## config.mk

```make
export PLATFORM = sky130hd
export DESIGN_NAME = swam_front
export DESIGN_NICKNAME = d
export VERILOG_FILES = /design/src/sv/swam_pkg.sv /design/src/sv/swam_front.sv
export SDC_FILE = /design/constraint.sdc
export NUM_CORES = 2
export LEC_CHECK = 0
export ABC_AREA = 0
export CAP_MARGIN = 20
export CORE_MARGIN = 1.5
export CORE_UTILIZATION = 45
export CTS_BUF_LIST = sky130_fd_sc_hd__clkbuf_16
export DETAILED_ROUTE_END_ITERATION = 12
export DONT_BUFFER_PORTS = 1
export MAX_ROUTING_LAYER = met4
export SLEW_MARGIN = 20
export SYNTH_ARGS = -nofsm -noshare
export SYNTH_HDL_FRONTEND = slang
export SYNTH_SLANG_ARGS = --single-unit
export TNS_END_PERCENT = 10
```

## constraint.sdc

```tcl
create_clock -name aclk -period 6.7 [get_ports aclk]
set_clock_uncertainty 0.15 [all_clocks]
set_input_delay 1.34 -clock aclk [delete_from_list [all_inputs] [get_ports aclk]]
set_output_delay 1.34 -clock aclk [all_outputs]
set_load 0.05 [all_outputs]
```

## src/sv/swam_pkg.sv

```systemverilog
// Shared types, constants and helpers for the sliding-window anagram match unit.
`timescale 1ns / 1ps

package swam_pkg;

    localparam int WINDOW_MAX    = 256;
    localparam int ALPHABET_SIZE = 256;

    localparam int SYM_W = 8;
    localparam int CNT_W = 10;
    localparam int PTR_W = (WINDOW_MAX > 1) ? $clog2(WINDOW_MAX) : 1;
    localparam int LEN_W = $clog2(WINDOW_MAX + 1);
    localparam int NZ_W  = $clog2(ALPHABET_SIZE + 1);
    localparam int POS_W = 32;

    localparam logic [1:0] CMD_CLEAR   = 2'd0;
    localparam logic [1:0] CMD_PATTERN = 2'd1;
    localparam logic [1:0] CMD_TEXT    = 2'd2;

    // Count-table update carried from the front stage to the table stage.
    typedef struct packed {
        logic             valid;
        logic             clear;
        logic             a_en;
        logic             a_inc;
        logic             b_en;
        logic [SYM_W-1:0] sym;
        logic             text;
        logic             full;
        logic [POS_W-1:0] start;
        logic             overflow;
    } upd_t;

    typedef struct packed {
        logic             valid;
        logic             full;
        logic             match;
        logic [POS_W-1:0] start;
        logic             overflow;
    } res_t;

    function automatic logic [SYM_W-1:0] sym_clamp(input logic [SYM_W-1:0] s);
        logic [SYM_W:0] top;
        top = (SYM_W + 1)'(ALPHABET_SIZE);
        return ({1'b0, s} >= top) ? SYM_W'(ALPHABET_SIZE - 1) : s;
    endfunction

endpackage

```

## src/sv/swam_front.sv

```systemverilog
// Front stage: command decode, window bookkeeping and the window byte memory.
`timescale 1ns / 1ps

module swam_front import swam_pkg::*; (
    input  logic             aclk,
    input  logic             aresetn,
    input  logic             accept,
    input  logic             adv,
    input  logic [1:0]       cmd,
    input  logic [SYM_W-1:0] sym_in,
    output upd_t             upd,
    output logic [SYM_W-1:0] old_sym
);

    logic [SYM_W-1:0] win_mem [WINDOW_MAX];
    logic [SYM_W-1:0] old_sym_reg;

    logic [PTR_W-1:0] wp_reg, wp_next;
    logic [LEN_W-1:0] plen_reg, plen_next;
    logic [LEN_W-1:0] fill_reg, fill_next;
    logic [POS_W-1:0] pos_reg, pos_next;
    logic             started_reg, started_next;
    logic             ovf_reg, ovf_next;
    upd_t             upd_reg, upd_next;

    logic [SYM_W-1:0] sym;
    logic [PTR_W-1:0] wp_eff;
    logic [LEN_W-1:0] wp_inc;
    logic [POS_W-1:0] plen_m1;
    logic             evict;
    logic             win_we;

    assign sym     = sym_clamp(sym_in);
    assign wp_eff  = (LEN_W'(wp_reg) >= plen_reg) ? '0 : wp_reg;
    assign wp_inc  = LEN_W'(wp_eff) + LEN_W'(1);
    assign plen_m1 = POS_W'(plen_reg) - POS_W'(1);
    assign evict   = (fill_reg == plen_reg);

    always_comb begin
        wp_next      = wp_reg;
        plen_next    = plen_reg;
        fill_next    = fill_reg;
        pos_next     = pos_reg;
        started_next = started_reg;
        ovf_next     = ovf_reg;
        win_we       = 1'b0;
        upd_next     = '0;
        if (accept) begin
            case (cmd)
                CMD_CLEAR: begin
                    wp_next        = '0;
                    plen_next      = '0;
                    fill_next      = '0;
                    pos_next       = '0;
                    started_next   = 1'b0;
                    ovf_next       = 1'b0;
                    upd_next.valid = 1'b1;
                    upd_next.clear = 1'b1;
                end
                CMD_PATTERN: begin
                    if (!started_reg) begin
                        if (plen_reg < LEN_W'(WINDOW_MAX)) begin
                            plen_next      = plen_reg + LEN_W'(1);
                            upd_next.valid = 1'b1;
                            upd_next.a_en  = 1'b1;
                            upd_next.sym   = sym;
                        end else begin
                            ovf_next = 1'b1;
                        end
                    end
                end
                CMD_TEXT: begin
                    started_next   = 1'b1;
                    pos_next       = (pos_reg == '1) ? pos_reg : pos_reg + POS_W'(1);
                    upd_next.valid = 1'b1;
                    upd_next.text  = 1'b1;
                    upd_next.sym   = sym;
                    if (plen_reg != '0) begin
                        win_we        = 1'b1;
                        upd_next.a_en  = 1'b1;
                        upd_next.a_inc = 1'b1;
                        upd_next.b_en  = evict;
                        if (!evict) begin
                            fill_next = fill_reg + LEN_W'(1);
                        end
                        wp_next = (wp_inc >= plen_reg) ? '0 : wp_inc[PTR_W-1:0];
                        if (fill_next == plen_reg) begin
                            upd_next.full  = 1'b1;
                            upd_next.start = (pos_reg >= plen_m1) ? pos_reg - plen_m1 : '0;
                        end
                    end
                end
                default: begin
                end
            endcase
        end
        upd_next.overflow = ovf_next;
    end

    always_ff @(posedge aclk) begin
        if (!aresetn) begin
            wp_reg      <= '0;
            plen_reg    <= '0;
            fill_reg    <= '0;
            pos_reg     <= '0;
            started_reg <= 1'b0;
            ovf_reg     <= 1'b0;
            upd_reg     <= '0;
        end else begin
            wp_reg      <= wp_next;
            plen_reg    <= plen_next;
            fill_reg    <= fill_next;
            pos_reg     <= pos_next;
            started_reg <= started_next;
            ovf_reg     <= ovf_next;
            if (adv) begin
                upd_reg <= upd_next;
            end
        end
    end

    always_ff @(posedge aclk) begin
        if (accept) begin
            old_sym_reg <= win_mem[wp_eff];
        end
        if (win_we) begin
            win_mem[wp_eff] <= sym;
        end
    end

    assign upd     = upd_reg;
    assign old_sym = old_sym_reg;

    a_fill_bound: assert property (@(posedge aclk) disable iff (!aresetn)
        fill_reg <= plen_reg)
        else $error("window fill exceeds pattern length");

endmodule

```

# == After elaboration in Yosys (flattened, before gate mapping) ==
# Memory sizes are Yosys's and may differ from the RTL's. A register that Yosys moved wholly into a read port is not among the register bits.
# Index checks and enable logic that the tools add are counted.
# word_totals
regBits,108
ram_bits,2048
in_bits,14
output_inout_bits,56
word_cells,85
n_memories,1
# memory_table
name,words,width,rd,rd_ports_with_merged_regs,write_ports,line,text
win_mem,256,8,1,1,1,swam_front.sv:15,logic [SYM_W-1:0] win_mem [WINDOW_MAX];
# op_classes
addsub,6
n_lt_le_gt_ge,4
n_eq_ne,9
n_mux,40
n_reduce_logical,9
# ops
op,count
33-bit 2-to-1 mux,2
32-bit 2-to-1 mux,2
32-bit case mux with 2 select lines,1
9-bit 2-to-1 mux,7
47-bit 2-to-1 mux,1
8-bit 2-to-1 mux,5
9-bit case mux with 2 select lines,2
34-bit 2-to-1 mux,1
"32-bit by 1-bit adder with 32-bit output, second input constant",1
"32-bit == test, second input constant",1
32-bit >= comparator,1
8-bit case mux with 2 select lines,2
32-bit subtractor,1
"9-bit by 1-bit adder with 9-bit output, second input constant",2
9-bit == test,2
1-bit 2-to-1 mux,11
"9-bit by 1-bit subtractor with 10-bit output, second input constant",1
"8-bit by 1-bit adder with 9-bit output, second input constant",1
8-bit by 9-bit >= comparator with 1-bit output,1
9-bit >= comparator,1
"9-bit < comparator, second input constant",1
9-bit nonzero test,1
"2-bit inequality test, second input constant",4
1-bit case mux with 2 select lines,4
other kinds (10),12

# == Logic depth before layout (Yosys ltp) ==
# depth
word_depth,10
depth_mapped,24
ltp_nobuf,16

# == Worst setup path after synthesis ==
# OpenSTA, ideal clock, no wires.
# synth_path
kind,register -> register
startpoint,register wp_reg[0]
endpoint,register wp_reg[0]
setup_time_ns,0.065
arrival_time_ns,5.847
t_required_ns,6.485
slack_ns,0.637
stages_incl_launch_ff,25
path_buffers,8
synth_period_minus_slack_ns,6.063
cell_sequence,dfxtp_1 > inv_1 > buf_1 > clkbuf_1 > clkbuf_1 > ha_1 > nor2b_1 > o21ai_1 > a221oi_4 > clkbuf_1 > buf_2 > buf_2 > buf_1 > clkbuf_1 > ha_1 > ha_1 > a21o_1 > a21o_1 > a21o_1 > a21o_1 > a21o_1 > a21o_1 > a31oi_1 > a22oi_1 > nor2_1
# synth_between
elab_chain_cells,7
# synth_rtl
element,line,text
from (decl),swam_front.sv:18,"logic [PTR_W-1:0] wp_reg, wp_next;"
from (signal assigned),swam_front.sv:110,wp_reg <= wp_next;
8-bit by 9-bit >= comparator with 1-bit output,swam_front.sv:34,assign wp_eff = (LEN_W'(wp_reg) >= plen_reg) ? '0 : wp_reg;
8-bit 2-to-1 mux (*),swam_front.sv:34,
8-bit by 1-bit adder with 9-bit output (*),swam_front.sv:35,assign wp_inc = LEN_W'(wp_eff) + LEN_W'(1);
9-bit >= comparator,swam_front.sv:86,wp_next = (wp_inc >= plen_reg) ? '0 : wp_inc[PTR_W-1:0];
8-bit 2-to-1 mux (*),swam_front.sv:86,
8-bit 2-to-1 mux (*),swam_front.sv:78,if (plen_reg != '0) begin
8-bit case mux with 2 select lines (*),swam_front.sv:49,case (cmd)
# Every way passes the cells marked *; elsewhere a longest branch is shown, timed or not. The select of a mux whose other input is x is not followed.
# A chain may end at the register's enable or synchronous reset.

# == Worst setup path in the final report ==
# layout_path
startpoint,register plen_reg[4]
endpoint,"register old_sym_reg[0], in the netlist old_sym[0] (read register of win_mem) (data pin)"
# layout_between
elab_chain_cells,2
# layout_rtl
element,line,text
from (decl),swam_front.sv:19,"logic [LEN_W-1:0] plen_reg, plen_next;"
from (signal assigned),swam_front.sv:111,plen_reg <= plen_next;
8-bit by 9-bit >= comparator with 1-bit output,swam_front.sv:34,
8-bit 2-to-1 mux,swam_front.sv:34,
to (decl),swam_front.sv:16,logic [SYM_W-1:0] old_sym_reg;
# No other way between the ends.

==> metrics.txt <==
# Max-Cap Violations 0; CTS tree built; area share of fa/ha/maj cells after synthesis less than 1%; RSZ-0062 raised after global routing false; net switching power between 5 and 6 mW; Mapped Cells approximately 6000; area leader, netlist edfxtp_1; DIE WIDTH approximately 440 µm; compound-gate portion of the synthesized area between 10% and 20%; final antenna-violating net count 0; worst-case clock buffer depth 3; synthesized area between 80000 and 90000 µm²; Simple-Gate Fraction of Synth Area about 7.4%; Die ar. approximately 200000 µm²; Final Critical Period approximately 6.0 ns; final hold vios 0; Net Sw Frac approximately 20%; Vias about 58000; Area growth, synth to finish 12.3%; worst skew pair latency roughly 0.86 ns; CP Max Fanout 132; die height ~440 µm; Final Cycle Share about nine tenths; # Post-CTS Setup Buffers 0; post-synth cell types 82; Syn Nets about 6100; startpoint types flip-flop; WP data required around 7.2 ns; clk slew on worst S/H paths roughly 0.060 ns; synth cell count leaders edfxtp_1, nand2_1, nor2_1; Leakage Power roughly 32 nW; DP Cell Count 8375; worst-margin pin slew ~1.3 ns; Power Density 273 nW/µm²; max-slew violation count 0; initial antenna violation count 14; post_cts resized 0; Worst Hold Class reg -> reg; GR Overflow Total 0; main combinational cell family by area after synthesis compound AO/OA/AOI/OAI gates; Routed WL per cell roughly 34 µm; most common cell in the synthesized netlist edfxtp_1; crit path DAT 6.50 ns; First-pass DRT Iterations 6; ranking of synthesized cells by area edfxtp_1, o221ai_1, mux2i_1; H-tree levels 4; DRT Wirelength 295000 µm; number of global-route vias before repair approximately 54000; Synth Flop Type edfxtp_1; Setup Viol. Count Final 0; Max Freq about 170 MHz; Starting Density ~45%; Ys Warns 0; CP Capture Type flip-flop; DR vias/cell approximately 6.6; # DRC 0; routability cong. between 1 and 1.5; setup TNS 0 ns; cts-stage hold buffer count 0; Pint between 20 and 25 mW; CTS root buffer clkbuf_16; fraction of layout cells with a size suffix above 1 between 10% and 20%; top-area cell type share of the netlist area between 70% and 80%; port bufs 0; Yosys reg bits 2164; status completed; sequential area share after synthesis between 70% and 80%; slowest CP cell nor4_1; # IOs 70; Clk network pwr share between 40 and 50%; EDFF count, synth between 2000 and 2500; xor and xnor fraction of the mapped netlist area 0.704%; mux share of post-synthesis cell area ~3.7%; Peak VDD IR approximately 270 µV; CTS buffer count 218; DRT iter0 DRCs around 9400; Sequential Power Share 55.5%; synthesized area per cell around 14 µm²; combinational share of power less than 1%; Post-synth ARST share 0%; CP cell instances clkinv_1 > ha_1 > a21oi_1 > o211ai_4 > a221oi_4 > inv_16 > buf_4 > nand2_1 > a31oi_1 > nor4_1 > o22ai_1 > or4_1 > or4_1; fin nets approximately 6000; Rows 161; max reg flops approximately 2000; crit-path max cell delay about 0.9 ns; largest net degree at the start of global routing between 200 and 300; Core Area 192000 µm²; DP HPWL 178000 µm; clk sinks about 2200; Tot GR Track Use between 30% and 40%; first-pass GRT wire length just over 400000 µm; most numerous cell on the critical path or4_1; worst setup path category reg -> reg; relative slew slack a little over an eighth; non-filler cells, final a little under 9000
[through the flow]
| step | instance area, µm² | hold WS, ns | utilization [%] | power, mW | setup WS, ns |
|---|---|---|---|---|---|
| after detailed placement | 90900 | 0.357 | 47.2 | 15.2 | 0.815 |
| after global placement | 90900 | 0.337 | 47.2 | 15.2 | 0.938 |
| after floorplan | 87100 | 0.307 | - | 15.1 | 0.637 |
| after global routing | 97800 | 0.402 | 50.9 | 27.2 | 0.618 |
| after CTS | 97800 | 0.367 | 50.8 | 26.7 | 0.789 |
| final | 97800 | 0.360 | 50.9 | 26.7 | 0.665 |
[layout by cell type, fill, tap and decap left out, types with 37 or more instances in the layout]
cell and n:
a31oi_1 91, buf_4 197, o221ai_1 272, ha_1 62
o22ai_1 262, clkinv_1 62, a211oi_1 58, clkinv_2 37
xnor2_1 37, nand2_1 543, a21oi_1 249, nand3_1 97
nor2_1 534, dfxtp_1 104, a41oi_1 42, clkbuf_16 222
mux2i_1 234, nor3_1 54, mux2_2 54, o21ai_0 223
edfxtp_1 2056, inv_1 83, nor4_1 43
[critical path, delay by kind of cell (launching register included)]
family	cells	cell delay, ns
compound gates	5	1.37
fa+ha+maj	1	0.38
simple gates	4	2.07
flops	1	0.44
buf+inv	3	1.05
[layout make-up]
class / count / area, µm²
Antenna cell: 10 / 25.0
Sequential cell: 2164 / 63900
Timing Repair Buffer: 224 / 2010
Clock inverter: 186 / 1330
Multi-Input combinational cell: 3423 / 21700
Tap cell: 2526 / 3160
Inverter: 40 / 174
Clock buffer: 222 / 5560
Fill cell: 15976 / 94500
[cells by family (layout without fill, tap and decap cells)]
| logic type | count (synthesis) | after routing |
|---|---|---|
| fa+ha+maj | 63 | 63 |
| buf+inv | 446 | 672 |
| flops | 2164 | 2164 |
| simple gates | 1487 | 1487 |
| mux | 300 | 300 |
| xor+xnor | 70 | 70 |
| other cells | 0 | 10 |
| compound gates | 1503 | 1503 |
[power groups by stage]
stage / Sequential [mW] / Clock [mW] / Combinational (mW)
2_1_floorplan: 15.1 / 0 / 0.0536
3_3_place_gp: 15.1 / 0 / 0.0732
3_5_place_dp: 15.1 / 0 / 0.0738
4_1_cts: 14.8 / 11.8 / 0.0744
5_1_grt: 14.8 / 12.4 / 0.0821
6_report: 14.8 / 11.8 / 0.0741
[per-layer routing]
layer / GRT usage, % / wire (µm)
met1: 40.9 / 114000
met2: 43.7 / 131000
met3: 6.74 / 34700
met4: 13.9 / 15000
met5: - / 0
[worst paths after layout]
| kind | end | cells past startpoint | startpoint | slack (ns) |
|---|---|---|---|---|
| worst max-delay path | old_sym[0] | 13 | plen_reg[4] | 0.67 |
| worst min-delay path | pos_reg[30] | 2 | pos_reg[30] | 0.36 |
| worst max register to register | old_sym[0] | 13 | plen_reg[4] | 0.67 |
| worst min register to register | pos_reg[30] | 2 | pos_reg[30] | 0.36 |
Note: power is estimated with default switching activity, not from simulation.
